==> src/rtl/facet_flat_shader_defines.svh <==
// Assertion macros for the facet flat shader RTL.
`ifndef FACET_FLAT_SHADER_DEFINES_SVH
`define FACET_FLAT_SHADER_DEFINES_SVH

// Same-cycle implication, clocked on clk, off during rst.
`define FFS_ASSERT_IMPL(lbl, ante, cons) \
  lbl: assert property (@(posedge clk) disable iff (rst) (ante) |-> (cons)) \
    else $error("facet_flat_shader check failed");

// Next-cycle implication, clocked on clk, off during rst.
`define FFS_ASSERT_NEXT(lbl, ante, cons) \
  lbl: assert property (@(posedge clk) disable iff (rst) (ante) |=> (cons)) \
    else $error("facet_flat_shader check failed");

`endif

==> src/rtl/ffs_pkg.sv <==
// Types and constants of the facet flat shader.
package ffs_pkg;

  localparam int COORD_W   = 32;
  localparam int EDGE_W    = COORD_W + 1;
  localparam int EMAG_W    = COORD_W;
  localparam int ESH_W     = 31;
  localparam int PROD_W    = 2 * ESH_W;
  localparam int CROSS_W   = PROD_W;
  localparam int CMAG_W    = CROSS_W - 1;
  localparam int NRM_W     = 30;
  localparam int NRM_TOP   = NRM_W - 1;
  localparam int SQR_W     = 2 * NRM_W;
  localparam int SUM_W     = SQR_W + 2;
  localparam int ROOT_W    = SUM_W / 2;
  localparam int SQ_REM_W  = ROOT_W + 1;
  localparam int SQ_LAT    = ROOT_W;
  localparam int Q_W       = 15;
  localparam int DIV_LAT   = Q_W;
  localparam int FRONT_LAT = 11;
  localparam int NOUT_W    = 16;
  localparam int CAM_W     = 16;
  localparam int DOT_W     = 32;
  localparam int DOT_FRAC  = 28;
  localparam int CH_W      = 8;
  localparam int MUL_W     = DOT_W + CH_W;
  localparam int COLOR_W   = 3 * CH_W;
  localparam int CNT_W     = 8;
  localparam int IN_W      = 9 * COORD_W + CNT_W + COLOR_W;
  localparam int OUT_W     = 80;

  // -1.0 in the Q3.28 dot format
  localparam logic signed [DOT_W-1:0] DOT_NEG_ONE = -(DOT_W'(1) << DOT_FRAC);

  localparam int CFG_ADDR_W = 3;
  localparam int CFG_DATA_W = 16;
  localparam logic [CFG_ADDR_W-1:0] REG_CAM_X = 3'd0;
  localparam logic [CFG_ADDR_W-1:0] REG_CAM_Y = 3'd1;
  localparam logic [CFG_ADDR_W-1:0] REG_CAM_Z = 3'd2;
  localparam logic [CFG_ADDR_W-1:0] REG_DSIDE = 3'd3;
  localparam logic [CFG_ADDR_W-1:0] REG_WIRE  = 3'd4;
  localparam logic signed [CAM_W-1:0] CAM_Z_RESET = 16'sd16384;

  localparam logic [1:0] MODE_POLY = 2'd0;
  localparam logic [1:0] MODE_TRI  = 2'd1;
  localparam logic [1:0] MODE_LINE = 2'd2;
  localparam logic [1:0] MODE_LOOP = 2'd3;

  localparam logic [CNT_W-1:0] CNT_TWO   = 8'd2;
  localparam logic [CNT_W-1:0] CNT_THREE = 8'd3;

  typedef struct packed {
    logic               zero;
    logic               two_pt;
    logic [1:0]         mode;
    logic [COLOR_W-1:0] color;
    logic [2:0]         neg;
  } side_t;

  typedef struct packed {
    side_t                     side;
    logic [2:0][NRM_W-1:0]     cm;
  } line_t;

endpackage

==> src/rtl/ffs_sqrt.sv <==
// Pipelined integer square root, one result bit per stage.
module ffs_sqrt import ffs_pkg::*; (
  input  logic              clk,
  input  logic              ce,
  input  logic [SUM_W-1:0]  x,
  output logic [ROOT_W-1:0] root
);

  logic [SUM_W-1:0]    xr   [SQ_LAT+1];
  logic [SQ_REM_W-1:0] rem  [SQ_LAT+1];
  logic [ROOT_W-1:0]   rt   [SQ_LAT+1];

  assign xr[0]  = x;
  assign rem[0] = '0;
  assign rt[0]  = '0;

  for (genvar k = 0; k < SQ_LAT; k++) begin : g_stage
    logic [SQ_REM_W+1:0] cur, trial;
    always_comb begin
      cur   = {rem[k], xr[k][SUM_W-1 -: 2]};
      trial = {1'b0, rt[k], 2'b01};
    end
    always_ff @(posedge clk) begin
      if (ce) begin
        xr[k+1] <= xr[k] << 2;
        if (cur >= trial) begin
          rem[k+1] <= SQ_REM_W'(cur - trial);
          rt[k+1]  <= {rt[k][ROOT_W-2:0], 1'b1};
        end else begin
          rem[k+1] <= SQ_REM_W'(cur);
          rt[k+1]  <= {rt[k][ROOT_W-2:0], 1'b0};
        end
      end
    end
  end

  assign root = rt[SQ_LAT];

endmodule

==> config.mk <==
export PLATFORM = sky130hd
export DESIGN_NAME = ffs_sqrt
export DESIGN_NICKNAME = d
export VERILOG_FILES = /design/src/rtl/facet_flat_shader_defines.svh /design/src/rtl/ffs_pkg.sv /design/src/rtl/ffs_sqrt.sv
export SDC_FILE = /design/constraint.sdc
export NUM_CORES = 2
export LEC_CHECK = 0
export BUFFER_PORTS_ARGS = -buffer_cell sky130_fd_sc_hd__buf_2
export CAP_MARGIN = 10
export CORE_UTILIZATION = 55
export CTS_CLUSTER_SIZE = 25
export DETAILED_ROUTE_END_ITERATION = 6
export HOLD_SLACK_MARGIN = 0.03
export PLACE_DENSITY = 0.83
export SYNTH_ARGS = -nofsm -noshare
export SYNTH_HDL_FRONTEND = slang
export SYNTH_SLANG_ARGS = --single-unit
==> constraint.sdc <==
create_clock -name clk -period 5.04 [get_ports clk]
set_clock_uncertainty 0.05 [all_clocks]
set_input_delay 0.252 -clock clk [delete_from_list [all_inputs] [get_ports clk]]
set_output_delay 0.252 -clock clk [all_outputs]
set_load 0.02 [all_outputs]
# Word-level counts from Yosys, hierarchy flattened
# Index checks and enable logic that the tools add are counted.
# totals
out_inout_bits	31
n_memories	0
reg_bits	2357
romBits	0
word_cells	214
latchBits	0
ramBits	0
inputBits	64
# op_classes
mul	0
add_sub_neg	30
n_div	0
n_lt_le_gt_ge	31
n_reduce_logical	0
n_bitwise	0
n_eq_ne	0
muxes	61
shift	0
# ops
cell	count
32-bit two-way mux	29
34-bit by 10-bit >= comparator with 1-bit output	1
34-bit by 11-bit >= comparator with 1-bit output	1
34-bit by 12-bit >= comparator with 1-bit output	1
34-bit by 13-bit >= comparator with 1-bit output	1
34-bit by 14-bit >= comparator with 1-bit output	1
34-bit by 15-bit >= comparator with 1-bit output	1
34-bit by 16-bit >= comparator with 1-bit output	1
34-bit by 17-bit >= comparator with 1-bit output	1
34-bit by 18-bit >= comparator with 1-bit output	1
34-bit by 19-bit >= comparator with 1-bit output	1
34-bit by 20-bit >= comparator with 1-bit output	1
34-bit by 21-bit >= comparator with 1-bit output	1
34-bit by 22-bit >= comparator with 1-bit output	1
34-bit by 23-bit >= comparator with 1-bit output	1
34-bit by 24-bit >= comparator with 1-bit output	1
34-bit by 25-bit >= comparator with 1-bit output	1
34-bit by 26-bit >= comparator with 1-bit output	1
34-bit by 27-bit >= comparator with 1-bit output	1
34-bit by 28-bit >= comparator with 1-bit output	1
34-bit by 29-bit >= comparator with 1-bit output	1
34-bit by 3-bit >= comparator with 1-bit output	1
34-bit by 30-bit >= comparator with 1-bit output	1
34-bit by 31-bit >= comparator with 1-bit output	1
40 further kinds	70

# Longest topological paths before layout
# logic_depth
word_depth	2
ltp_mapped	14
depth_no_buf	13

# Least setup slack after synthesis
# No wires, ideal clock.
# synth_path
path_type	reg-to-reg
from	register rem, in the netlist g_stage[28].cur[2]
to	register rt, in the netlist g_stage[29].trial[2] (data pin)
required_ns	4.696
arrival_ns	3.084
path_stages_with_launch	12
path_buffers	3
setup_ns	0.294
period_less_slack_ns	3.428
setup_slack_ns	1.612
cell_sequence	edfxtp_1 ha_1 nor2b_1 o31a_1 o311ai_0 nand3_1 a211oi_1 a31oi_1 or3_1 clkbuf_1 clkbuf_1 buf_1
# synth_via
elab_chain_len	2
# synth_lines
item	line_no	text
from (decl)	ffs_sqrt.sv:10	logic [SQ_REM_W-1:0] rem [SQ_LAT+1];
from (signal, indexed assignment)	ffs_sqrt.sv:27	rem[k+1] <= SQ_REM_W'(cur - trial);
from (signal, indexed assignment)	ffs_sqrt.sv:30	rem[k+1] <= SQ_REM_W'(cur);
34-bit by 30-bit >= comparator with 1-bit output	ffs_sqrt.sv:26	if (cur >= trial) begin
1-bit two-way mux	ffs_sqrt.sv:26	
to (signal, indexed assignment)	ffs_sqrt.sv:28	rt[k+1] <= {rt[k][ROOT_W-2:0], 1'b1};
to (signal, indexed assignment)	ffs_sqrt.sv:31	rt[k+1] <= {rt[k][ROOT_W-2:0], 1'b0};
to (decl)	ffs_sqrt.sv:11	logic [ROOT_W-1:0] rt [SQ_LAT+1];
# No other way between the ends.
# A chain may end at the register's enable or synchronous reset.

# Worst setup path in the final report
# layout_path
from	register rt, in the netlist g_stage[28].trial[2]
to	register rem, in the netlist g_stage[29].cur[7] (data pin)
# layout_via
elab_chain_len	2
word_cells_on_any_way	3
classes_between	1 x add/sub; 1 x order compare; 1 x mux
# layout_lines
item	line_no
32-bit by 30-bit subtractor with 32-bit output or 34-bit by 30-bit >= comparator with 1-bit output (tied branches)	ffs_sqrt.sv:27, ffs_sqrt.sv:26
32-bit two-way mux *	ffs_sqrt.sv:26
# Mark *: on every way between the ends. The rest lies on a longest branch, timed or not.

==> results_dict.tcl <==
set metrics [dict create \
    num-fill-cells 14400 \
    clock.fmax_mhz 237 \
    fin_ws_ns 0.824 \
    ys_types 89 \
    rows 162 \
    crit_type "flip-flop to flip-flop" \
    wl_per_cell_um 19.0 \
    cts_max_level 4 \
    vias 67100 \
    path_clk_slew_ns 0.07 \
    cts_buffer_depth 3 \
    setup_viol 0 \
    worst-r2r-cell-count 11 \
    ys.flop_type "edfxtp_1" \
    relSlewSlack 0.361 \
    worst-slew-pin-transition_ns 0.959 \
    cts_tree "yes" \
    drc_errors 0 \
    cts_root_buf "clkbuf_16" \
    dieArea_um2 200000 \
    p_sw_uw 15800 \
    dr.pass1.iters 6 \
    cts_resized 0 \
    arrival_ns 4.78 \
    r2r-start "g_stage[28].trial[2]" \
    fin_tns_setup_ns 0 \
    cts.sinks 2328 \
    rsz0062_at_grt "no" \
    wl_um 221000 \
    ys_seq_area_frac 0.642 \
    path_max_fanout 51 \
    final_cell_mix "edfxtp_1, inv_1, nand2_1" \
    hold_viol_final 0 \
    place_inst 11100 \
    intPower_uw 39600 \
    synth_fp_nets 9059 \
    start_util 0.556 \
    cp-startpoint "g_stage[28].trial[2]" \
    synthArstFlopShare 0 \
    synth_edf_count 2328 \
    cp-endpoint "g_stage[29].cur[7]" \
    r2r_end "g_stage[29].cur[7]" \
    core_area_um2 196000 \
    cts_hold_buf 116 \
    grt_pass1_vias 66800 \
    sequentialPowerShare 0.474 \
    worst_setup_path_start_kind "flip-flop" \
    hold_path.class "input pin to flip-flop" \
    grt_pass1_wl_um 352000 \
    crit_path_end_kind "flip-flop" \
    ff2ff_setup_slack_ns 0.82 \
    vias_per_cell 5.77 \
    die_y_um 447 \
    port_buffers 94 \
    p_per_area_nw_per_um2 455 \
    final.min_clock_period_ns 4.22 \
    ir_worst_vdd_uv 398 \
    ys_seq_elements 2328 \
    min_period_over_period 0.837 \
    status "finished clean" \
    p_sw_frac 0.286 \
    pwr-share-comb 0.211 \
    ys.warnings.count 0 \
    power_uw 55400 \
    syn_area_per_cell_um2 12.9 \
    ioPinCount 95 \
    worstHoldPathCells 2 \
    area_growth_pct 11.7 \
    final_common_cell "edfxtp_1" \
    antenna_left 0 \
    routabilityCongestion 0.951 \
    overflow 0 \
    cts_made_buffers 228 \
    fin_nets 9388 \
    utilization 0.622 \
    drt_iter0_drc 6199 \
    track_usage 0.220 \
    drive_gt1_frac 0.0735 \
    cap_violations 0 \
    dp_slack_ns 0.949 \
    report.final.slew_viol_count 0 \
    synthesis.area_um2 109000 \
    die_w_um 447 \
    grt_max_degree 159 \
    insertion_delay_ns 0.88 \
    p_clk_frac 0.315 \
    required_ns 5.61 \
    cts_setup_buffers 0 \
    p_leak_uw 0.0464 \
    grt_antenna_before_repair 1 \
    post-dp-hpwl_um 154000 \
    syn_inst 8464 \
    stdcell_count 11600 \
]
[logic make-up (layout without fill, tap and decap cells)]
logic type | count (synthesis) | count (layout) | share of synthesized area
compound gates | 1700 | 1700 | 0.0970
xor+xnor | 755 | 755 | 0.0607
fa+ha+maj | 531 | 531 | 0.0610
buf+inv | 858 | 1382 | 0.0297
flops | 2328 | 2328 | 0.642
mux | 95 | 95 | 0.00962
other cells | 1 | 2 | 0.0000344
simple gates | 2196 | 2196 | 0.100
[routing by layer]
metal | up-vias | global-route usage | wire [µm]
met4 | 0 | 0.0769 | 7120
met5 | - | 0 | 0
met2 | 2052 | 0.383 | 111000
li1 | 32000 | - | -
met3 | 486 | 0.0322 | 11400
met1 | 32500 | 0.280 | 91200
[cells in the mapped netlist (all sizes together) (36+ instances only)]
master	instances	area (µm²)
edfxtp	2328	69900
inv	673	2530
nand2	610	2290
ha	531	6640
nor2	498	1870
a21oi	485	2430
o21ai	483	2420
xnor2	399	3490
xor2	356	3120
nor3	205	1040
a21o	201	1510
clkbuf	165	619
nand3	143	716
nor4	111	738
nand2b	105	657
nand4	97	607
o21a	97	728
or3	79	499
mux2	78	878
nor2b	70	438
a31oi	52	325
and3	50	313
o31ai	49	368
or4	48	360
o21bai	46	345
a211oi	42	320
nand3b	40	300
o211ai	36	270
[critical path, cell delays in order (launching register included)]
cell,delay (ns)
edfxtp_1,0.40
inv_1,0.09
ha_1,0.29
nor2b_1,0.17
o31a_1,0.29
o311ai_0,0.58
nand3_1,0.31
a211oi_1,0.49
a31oi_1,0.19
or3_1,0.44
buf_4,0.31
mux2_2,0.33
[registers in the layout, indices dropped and copies added (netlist names)]
name,count
g_stage.cur,962
g_stage.trial,465
xr,870
root,31
[worst min path at each step]
stage               startpoint                 end  slack [ns]
floorplan                x[58]   g_stage[1].cur[0]        0.30
global placement      xr[1407]            xr[1347]        0.35
detailed placement    xr[1298]  g_stage[12].cur[0]        0.35
CTS                      x[17]            xr[1879]        0.04
global route             x[20]            xr[1882]        0.06
finish                   x[22]            xr[1884]        0.09
[per-stage QoR]
stage | hold WS, ns | instance area [µm²]
3_3_place_gp | 0.350 | 113000
4_1_cts | 0.0365 | 122000
5_1_grt | 0.0618 | 122000
6_report | 0.0860 | 122000
3_5_place_dp | 0.355 | 113000
2_1_floorplan | 0.301 | 109000
[layout make-up]
type                    instances  area (µm²)  area share
multi-input cells            5278       35900       0.295
repair buffers                283        2380      0.0196
clock inverters               159        1870      0.0154
diodes                          1        2.50   0.0000206
clock buffers                 266        5870      0.0482
flip-flops and latches       2328       69900       0.574
inverters                     674        2530      0.0208
well taps                    2624        3280      0.0270
[power by group through the flow]
stage | Combinational, µW | Clock (µW) | Sequential, µW
final | 11700 | 17500 | 26300
after global routing | 13000 | 18600 | 26500
after CTS | 11600 | 17800 | 26300
after detailed placement | 11400 | 0 | 26600
after global placement | 11100 | 0 | 26600
after floorplan | 8610 | 0 | 25800
Power figures use the tool's default switching activity.
