File: src/rtl/facet_flat_shader_defines.svh
// Assertion macros for the facet flat shader RTL.
`ifndef FACET_FLAT_SHADER_DEFINES_SVH
`define FACET_FLAT_SHADER_DEFINES_SVH

// Same-cycle implication, clocked on clk, off during rst.
`define FFS_ASSERT_IMPL(lbl, ante, cons) \
  lbl: assert property (@(posedge clk) disable iff (rst) (ante) |-> (cons)) \
    else $error("facet_flat_shader check failed");

// Next-cycle implication, clocked on clk, off during rst.
`define FFS_ASSERT_NEXT(lbl, ante, cons) \
  lbl: assert property (@(posedge clk) disable iff (rst) (ante) |=> (cons)) \
    else $error("facet_flat_shader check failed");

`endif

File: src/rtl/ffs_pkg.sv
// Types and constants of the facet flat shader.
package ffs_pkg;

  localparam int COORD_W   = 32;
  localparam int EDGE_W    = COORD_W + 1;
  localparam int EMAG_W    = COORD_W;
  localparam int ESH_W     = 31;
  localparam int PROD_W    = 2 * ESH_W;
  localparam int CROSS_W   = PROD_W;
  localparam int CMAG_W    = CROSS_W - 1;
  localparam int NRM_W     = 30;
  localparam int NRM_TOP   = NRM_W - 1;
  localparam int SQR_W     = 2 * NRM_W;
  localparam int SUM_W     = SQR_W + 2;
  localparam int ROOT_W    = SUM_W / 2;
  localparam int SQ_REM_W  = ROOT_W + 1;
  localparam int SQ_LAT    = ROOT_W;
  localparam int Q_W       = 15;
  localparam int DIV_LAT   = Q_W;
  localparam int FRONT_LAT = 11;
  localparam int NOUT_W    = 16;
  localparam int CAM_W     = 16;
  localparam int DOT_W     = 32;
  localparam int DOT_FRAC  = 28;
  localparam int CH_W      = 8;
  localparam int MUL_W     = DOT_W + CH_W;
  localparam int COLOR_W   = 3 * CH_W;
  localparam int CNT_W     = 8;
  localparam int IN_W      = 9 * COORD_W + CNT_W + COLOR_W;
  localparam int OUT_W     = 80;

  // -1.0 in the Q3.28 dot format
  localparam logic signed [DOT_W-1:0] DOT_NEG_ONE = -(DOT_W'(1) << DOT_FRAC);

  localparam int CFG_ADDR_W = 3;
  localparam int CFG_DATA_W = 16;
  localparam logic [CFG_ADDR_W-1:0] REG_CAM_X = 3'd0;
  localparam logic [CFG_ADDR_W-1:0] REG_CAM_Y = 3'd1;
  localparam logic [CFG_ADDR_W-1:0] REG_CAM_Z = 3'd2;
  localparam logic [CFG_ADDR_W-1:0] REG_DSIDE = 3'd3;
  localparam logic [CFG_ADDR_W-1:0] REG_WIRE  = 3'd4;
  localparam logic signed [CAM_W-1:0] CAM_Z_RESET = 16'sd16384;

  localparam logic [1:0] MODE_POLY = 2'd0;
  localparam logic [1:0] MODE_TRI  = 2'd1;
  localparam logic [1:0] MODE_LINE = 2'd2;
  localparam logic [1:0] MODE_LOOP = 2'd3;

  localparam logic [CNT_W-1:0] CNT_TWO   = 8'd2;
  localparam logic [CNT_W-1:0] CNT_THREE = 8'd3;

  typedef struct packed {
    logic               zero;
    logic               two_pt;
    logic [1:0]         mode;
    logic [COLOR_W-1:0] color;
    logic [2:0]         neg;
  } side_t;

  typedef struct packed {
    side_t                     side;
    logic [2:0][NRM_W-1:0]     cm;
  } line_t;

endpackage

File: src/rtl/ffs_div.sv
// Pipelined restoring divider: floor(cm * 2^14 / d), one bit per stage.
module ffs_div import ffs_pkg::*; (
  input  logic              clk,
  input  logic              ce,
  input  logic [NRM_W-1:0]  cm,
  input  logic [ROOT_W-1:0] d,
  output logic [Q_W-1:0]    q
);

  logic [ROOT_W-1:0] rem [DIV_LAT+1];
  logic [ROOT_W-1:0] dd  [DIV_LAT+1];
  logic [Q_W-1:0]    qq  [DIV_LAT+1];

  // cm * 2^14 >> 15 is below d, so the first remainder is cm >> 1
  assign rem[0] = ROOT_W'(cm[NRM_W-1:1]);
  assign dd[0]  = d;
  assign qq[0]  = '0;

  for (genvar k = 0; k < DIV_LAT; k++) begin : g_stage
    logic             nb;
    logic [ROOT_W:0]  cur;
    if (k == 0) begin : g_lsb
      assign nb = cm[0];
    end else begin : g_zero
      assign nb = 1'b0;
    end
    assign cur = {rem[k], nb};
    always_ff @(posedge clk) begin
      if (ce) begin
        dd[k+1] <= dd[k];
        if (cur >= {1'b0, dd[k]}) begin
          rem[k+1] <= ROOT_W'(cur - {1'b0, dd[k]});
          qq[k+1]  <= {qq[k][Q_W-2:0], 1'b1};
        end else begin
          rem[k+1] <= ROOT_W'(cur);
          qq[k+1]  <= {qq[k][Q_W-2:0], 1'b0};
        end
      end
    end
  end

  assign q = qq[DIV_LAT];

endmodule

File: config.mk
export PLATFORM = sky130hd
export DESIGN_NAME = ffs_div
export DESIGN_NICKNAME = d
export VERILOG_FILES = /design/src/rtl/facet_flat_shader_defines.svh /design/src/rtl/ffs_pkg.sv /design/src/rtl/ffs_div.sv
export SDC_FILE = /design/constraint.sdc
export NUM_CORES = 2
export LEC_CHECK = 0
export BUFFER_PORTS_ARGS = -buffer_cell sky130_fd_sc_hd__buf_2
export CAP_MARGIN = 15
export CORE_UTILIZATION = 55
export CTS_BUF_LIST = sky130_fd_sc_hd__clkbuf_16
export DETAILED_ROUTE_END_ITERATION = 7
export PLACE_DENSITY_LB_ADDON = 0.25
export SLEW_MARGIN = 20
export SYNTH_ARGS = -nofsm -noshare
export SYNTH_HDL_FRONTEND = slang
export SYNTH_SLANG_ARGS = --single-unit
export TNS_END_PERCENT = 50
File: constraint.sdc
create_clock -name clk -period 5.05 [get_ports clk]
set_clock_uncertainty 0.05 [all_clocks]
set_input_delay 1.01 -clock clk [delete_from_list [all_inputs] [get_ports clk]]
set_output_delay 1.01 -clock clk [all_outputs]
set_load 0.005 [all_outputs]
Yosys cells after proc, flatten, opt, wreduce, memory -nomap -nowiden
Index checks and enable logic that the tools add are counted.

Bits in registers: 988. Output and inout port bits: 15.

Add/sub/neg operators: 14. $lt $le $gt $ge: 15. Mux-type cells: 29.

Operator list (number): $ge A32 B31 Y1 (14); $mux W31 (13); $sub A31 B31 Y31 (13); $ge A30 B31 Y1 (1); $sub A30 B31 Y31 (1); $mux W30 (1); $mux W1 (15).

Longest topological paths before layout
Depth after elaboration: 2. Mapped depth: 15.

Worst setup path before layout
No wires, ideal clock.

Kind: input to register. From: input d[1]. To: register rem (netlist bit g_stage[1].cur[11]) (data pin). Setup time: 260 ps. Arrival time: 3580 ps. Slack: 1160 ps. Stages: 12. Path buffers: 1. Cells stage by stage: inv_1 ha_1 nor2b_1 o31a_1 o211ai_1 o211ai_1 a221oi_1 o21ai_1 a221oi_2 o21ai_1 buf_2 mux2_2.

Longest elaborated chain between the ends: 2. Elaborated cells on any way between the ends: 3. Classes of those cells: add/sub: 1; order compare: 1; mux: 1.

RTL lines: from (decl) (line ffs_div.sv:6) `input logic [ROOT_W-1:0] d,`; $sub A30 B31 Y31 / $ge A30 B31 Y1 (equally long branches) (line ffs_div.sv:32, ffs_div.sv:31); $mux W30 (*) (line ffs_div.sv:31) `if (cur >= {1'b0, dd[k]}) begin`; to (signal, indexed assignment) (line ffs_div.sv:32) `rem[k+1] <= ROOT_W'(cur - {1'b0, dd[k]});`; to (signal, indexed assignment) (line ffs_div.sv:35) `rem[k+1] <= ROOT_W'(cur);`; to (decl) (line ffs_div.sv:10) `logic [ROOT_W-1:0] rem [DIV_LAT+1];`.

Every way passes the cells marked *; elsewhere a longest branch is shown, timed or not. A chain may end at the register's enable or synchronous reset.

Worst setup path after layout
From: register rem (netlist bit g_stage[12].cur[6]). To: register rem (netlist bit g_stage[13].cur[7]) (data pin).

Longest elaborated chain between the ends: 2. Elaborated cells on any way between the ends: 3. Classes of those cells: add/sub: 1; order compare: 1; mux: 1.

RTL lines (line): $sub A31 B31 Y31 / $ge A32 B31 Y1 (equally long branches) (ffs_div.sv:32, ffs_div.sv:31); $mux W31 (*) (ffs_div.sv:31).

Marked as above.

==> results.txt <==
- For this block, the routed nets add up to 111000 um of wire.
- Timing analysis after detailed placement gives a worst setup slack of 0.596 ns.
* Commonest cells in the netlist: 988 x sky130_fd_sc_hd__edfxtp_1, 547 x sky130_fd_sc_hd__inv_1, 463 x sky130_fd_sc_hd__ha_1
- The first global-routing pass estimated 181000 um of wire.
* Final count of pins violating max slew: 0
* Count of different cell masters after synthesis: 87
- The analysis attributes to cell leakage a power of 26.4 nW.
- Final RePlAce weighted congestion: 0.938
- Data on the critical path is required at its endpoint by 5.44 ns.
* Cells after Synth: 5267
* Fraction of registers with async set or reset after synthesis: 0
- Core area: 104000 um^2
- Of the available clock period, the critical path in the final layout requires 0.824.
- Static timing analysis puts the maximum clock frequency at 0.240 GHz.
* Vias/cell: 5.65
- In this run the number of H-tree levels came out at 3.
- The longest clock path from root to sink contains 3 buffers.
- Share of the yosys chip area belonging to registers: 0.516
- After detailed routing, the number of remaining DRC violations is 0.
- Post-synthesis cell type with the largest combined area: sky130_fd_sc_hd__edfxtp_1
* Number of rows created at floorplan: 118
- Remaining antenna violation count after routing: 0
- In this run, CTS created clock tree buffers numbering 107.
- By area the synthesized netlist is led by sky130_fd_sc_hd__edfxtp_1 52%, sky130_fd_sc_hd__ha_1 10%, sky130_fd_sc_hd__a21oi_1 4.0%.
- Chip Height: 325 um
* Total of flip-flops plus latches after synthesis: 988
- Among all flip-flop cells after synthesis, the most frequent one is sky130_fd_sc_hd__edfxtp_1.
* Clock input transition at the sequential cells of the worst setup and hold paths: 0.06 ns
- Cell count after placement: 6653
- Post-CTS timing repair inserted 0 buffers for setup.
- Final Instance Count excl. Fillers: 6844
- Yosys warns: 0
- Top cell type's share of synthesized area: 0.516
- In this run the horizontal extent of the chip is 325 um.
* Number of antenna violations at the first check in global routing: 0
- Via total after detailed routing: 38.7k
- In the final layout, flip-flops and latches occupy 29700 um^2.
* Max FO, Critical Path: 32
* Post-Syn Area: 57500 um^2
- Antenna diode count: 0
- Entering global routing, the biggest net connects 130 pins.
* Crit path DAT: 4.55 ns
- Summed over all layers, the global routing overflow is 0.
* Library cell with the highest instance count after synthesis: sky130_fd_sc_hd__edfxtp_1
- The worst hold path belongs to the class reg -> reg.
* Nets in the synthesized netlist: 5807
- Worst max-slew margin expressed relative to the limit: 0.296
- VDD sags by at most 0.313 mV.
- Pin placement for this block handled 78 I/O pins.
- Result of the run: finished, final reports clean
- Clock latency reported for the late side of the worst-skew pair: 0.70 ns
* Number of gates given a new drive strength after cts: 0
- RSZ-0062 raised after global routing: false
- Post-synth EDFFs: 988
* Cell at the root of the clock tree: sky130_fd_sc_hd__clkbuf_16
- Startpoint type of the worst setup path: flop
- Initial core utilization: 0.555
- Vias in the first global route: 39.3k
* Routed length per placed instance: 16.2 um
* IO buf count: 77
* Layout filler cell count: 8204
- Across every metal layer, demand over resource in global routing totals 0.208.
* Class of the most critical setup path: reg -> reg
* Number of nets in the final layout: 5922
* Synthesized area per cell: 10.9 um^2
- Multi-input combinational cell area: 25400 um^2
* Final-report setup violation count: 0
- First-iteration detailed-routing DRC count: 1905
- The worst setup path is captured at a flop.
- Of the cells placed in the final design, the portion with a size suffix greater than 1 is 0.0785.
- Number of sinks handled by clock tree synthesis: 988
- The smallest clock period supported by the final layout is computed as 4.16 ns.
- TritonCTS built the clock tree.
- Once routing completed, OpenROAD measured the worst setup slack at 0.887 ns.
* Power Density: 606 nW/um^2
- At the pin with the least slew margin, the transition time is 1.04 ns.
- Number of endpoints with negative hold slack in the final report: 0
* Max-Cap Viols: 0
- Detailed placement ended at an HPWL of 84000 um.
- First-pass iteration count of the detailed router: 5
- Hold repair after CTS inserted 0 buffers.
- Summed over all failing endpoints, the final setup total negative slack is 0 ns.
- Relative to the synthesized area, the layout overhead comes to 9.93%.
- Total Die Area: 106000 um^2
per-layer routing:
metal,track usage,wire (um),vias to the layer above
met5,0,0,-
met1,0.199,40600,18078
met4,0.120,6570,0
met3,0.0271,3120,363
li1,-,-,19434
met2,0.416,60300,783
layout make-up:
cell class	instances	share of cell area
multi-input combinational	3609	0.401
inverter	548	0.0325
clock buffer	107	0.0423
tap	1380	0.0273
clock inverter	84	0.0123
sequential	988	0.469
timing repair buffer	128	0.0155
logic make-up (layout without fill, tap and decap cells):
family	Yosys count	count (layout)	synth area share
buffers and inverters	670	867	0.0455
XOR/XNOR	372	372	0.0566
flip-flops	988	988	0.516
AO/OA/AOI/OAI	1491	1491	0.160
adder cells (fa/ha/maj)	477	477	0.106
AND/OR/NAND/NOR	1159	1159	0.0948
multiplexers	110	110	0.0215
cell usage in the layout, fill, tap and decap left out, types with 17 or more instances in the layout:
cell type	Yosys	final
sky130_fd_sc_hd__a211oi_1	33	33
sky130_fd_sc_hd__a21boi_0	17	17
sky130_fd_sc_hd__a21o_1	244	244
sky130_fd_sc_hd__a21oi_1	460	458
sky130_fd_sc_hd__a31oi_1	48	47
sky130_fd_sc_hd__and2_1	17	17
sky130_fd_sc_hd__and3_1	30	30
sky130_fd_sc_hd__buf_2	15	76
sky130_fd_sc_hd__buf_4	18	35
sky130_fd_sc_hd__clkbuf_16	0	107
sky130_fd_sc_hd__clkinv_1	0	28
sky130_fd_sc_hd__clkinv_2	0	17
sky130_fd_sc_hd__edfxtp_1	988	988
sky130_fd_sc_hd__ha_1	463	463
sky130_fd_sc_hd__inv_1	547	564
sky130_fd_sc_hd__mux2_2	105	105
sky130_fd_sc_hd__nand2_1	394	394
sky130_fd_sc_hd__nand2b_1	40	40
sky130_fd_sc_hd__nand3_1	69	69
sky130_fd_sc_hd__nand4_1	66	66
sky130_fd_sc_hd__nor2_1	315	314
sky130_fd_sc_hd__nor2b_1	60	60
sky130_fd_sc_hd__nor3_1	60	58
sky130_fd_sc_hd__o211ai_1	30	30
sky130_fd_sc_hd__o21a_1	61	61
sky130_fd_sc_hd__o21ai_0	372	372
sky130_fd_sc_hd__o21bai_1	66	66
sky130_fd_sc_hd__o31ai_1	27	27
sky130_fd_sc_hd__or3_1	28	28
sky130_fd_sc_hd__xnor2_1	219	219
sky130_fd_sc_hd__xor2_1	153	153
power by group:
group	internal, mW	switching [mW]	total (mW)
Sequential	12.2	1.03	13.2
Clock	4.50	3.14	7.64
Combinational	7.59	9.85	17.4
registers in the layout, summed over array words and instances, names as in the netlist:
register	count
dd	434
g_stage.cur	434
q	15
qq	105
worst paths after layout:
| kind | startpoint | to | slack, ns | cells past startpoint |
|---|---|---|---|---|
| setup / recovery | g_stage[12].cur[6] | g_stage[13].cur[7] | 0.89 | 12 |
| setup reg to reg | g_stage[12].cur[6] | g_stage[13].cur[7] | 0.89 | 12 |
| hold reg to reg | qq[124] | qq[110] | 0.35 | 0 |
| hold / removal | qq[124] | qq[110] | 0.35 | 0 |
stage by stage:
step	utilization	cell area [um^2]	hold WS (ns)	total power, mW
6_report	0.610	63300	0.352	38.3
2_1_floorplan	-	57500	0.350	26.5
3_5_place_dp	0.577	59800	0.355	30.6
5_1_grt	0.610	63300	0.356	41.0
4_1_cts	0.610	63300	0.355	38.4
3_3_place_gp	0.577	59800	0.350	30.3
critical path, stage by stage, from the launching register on:
cell and delay (ns):
sky130_fd_sc_hd__edfxtp_1 0.40, sky130_fd_sc_hd__ha_1 0.41, sky130_fd_sc_hd__nand4_1 0.25, sky130_fd_sc_hd__nor3_1 0.28, sky130_fd_sc_hd__and4bb_1 0.24, sky130_fd_sc_hd__o41ai_2 0.41
sky130_fd_sc_hd__a211oi_1 0.21, sky130_fd_sc_hd__o31a_1 0.15, sky130_fd_sc_hd__o21ai_1 0.29, sky130_fd_sc_hd__a21oi_1 0.17, sky130_fd_sc_hd__o31ai_4 0.23, sky130_fd_sc_hd__buf_4 0.41
sky130_fd_sc_hd__mux2_2 0.41
Power figures use the tool's default switching activity.
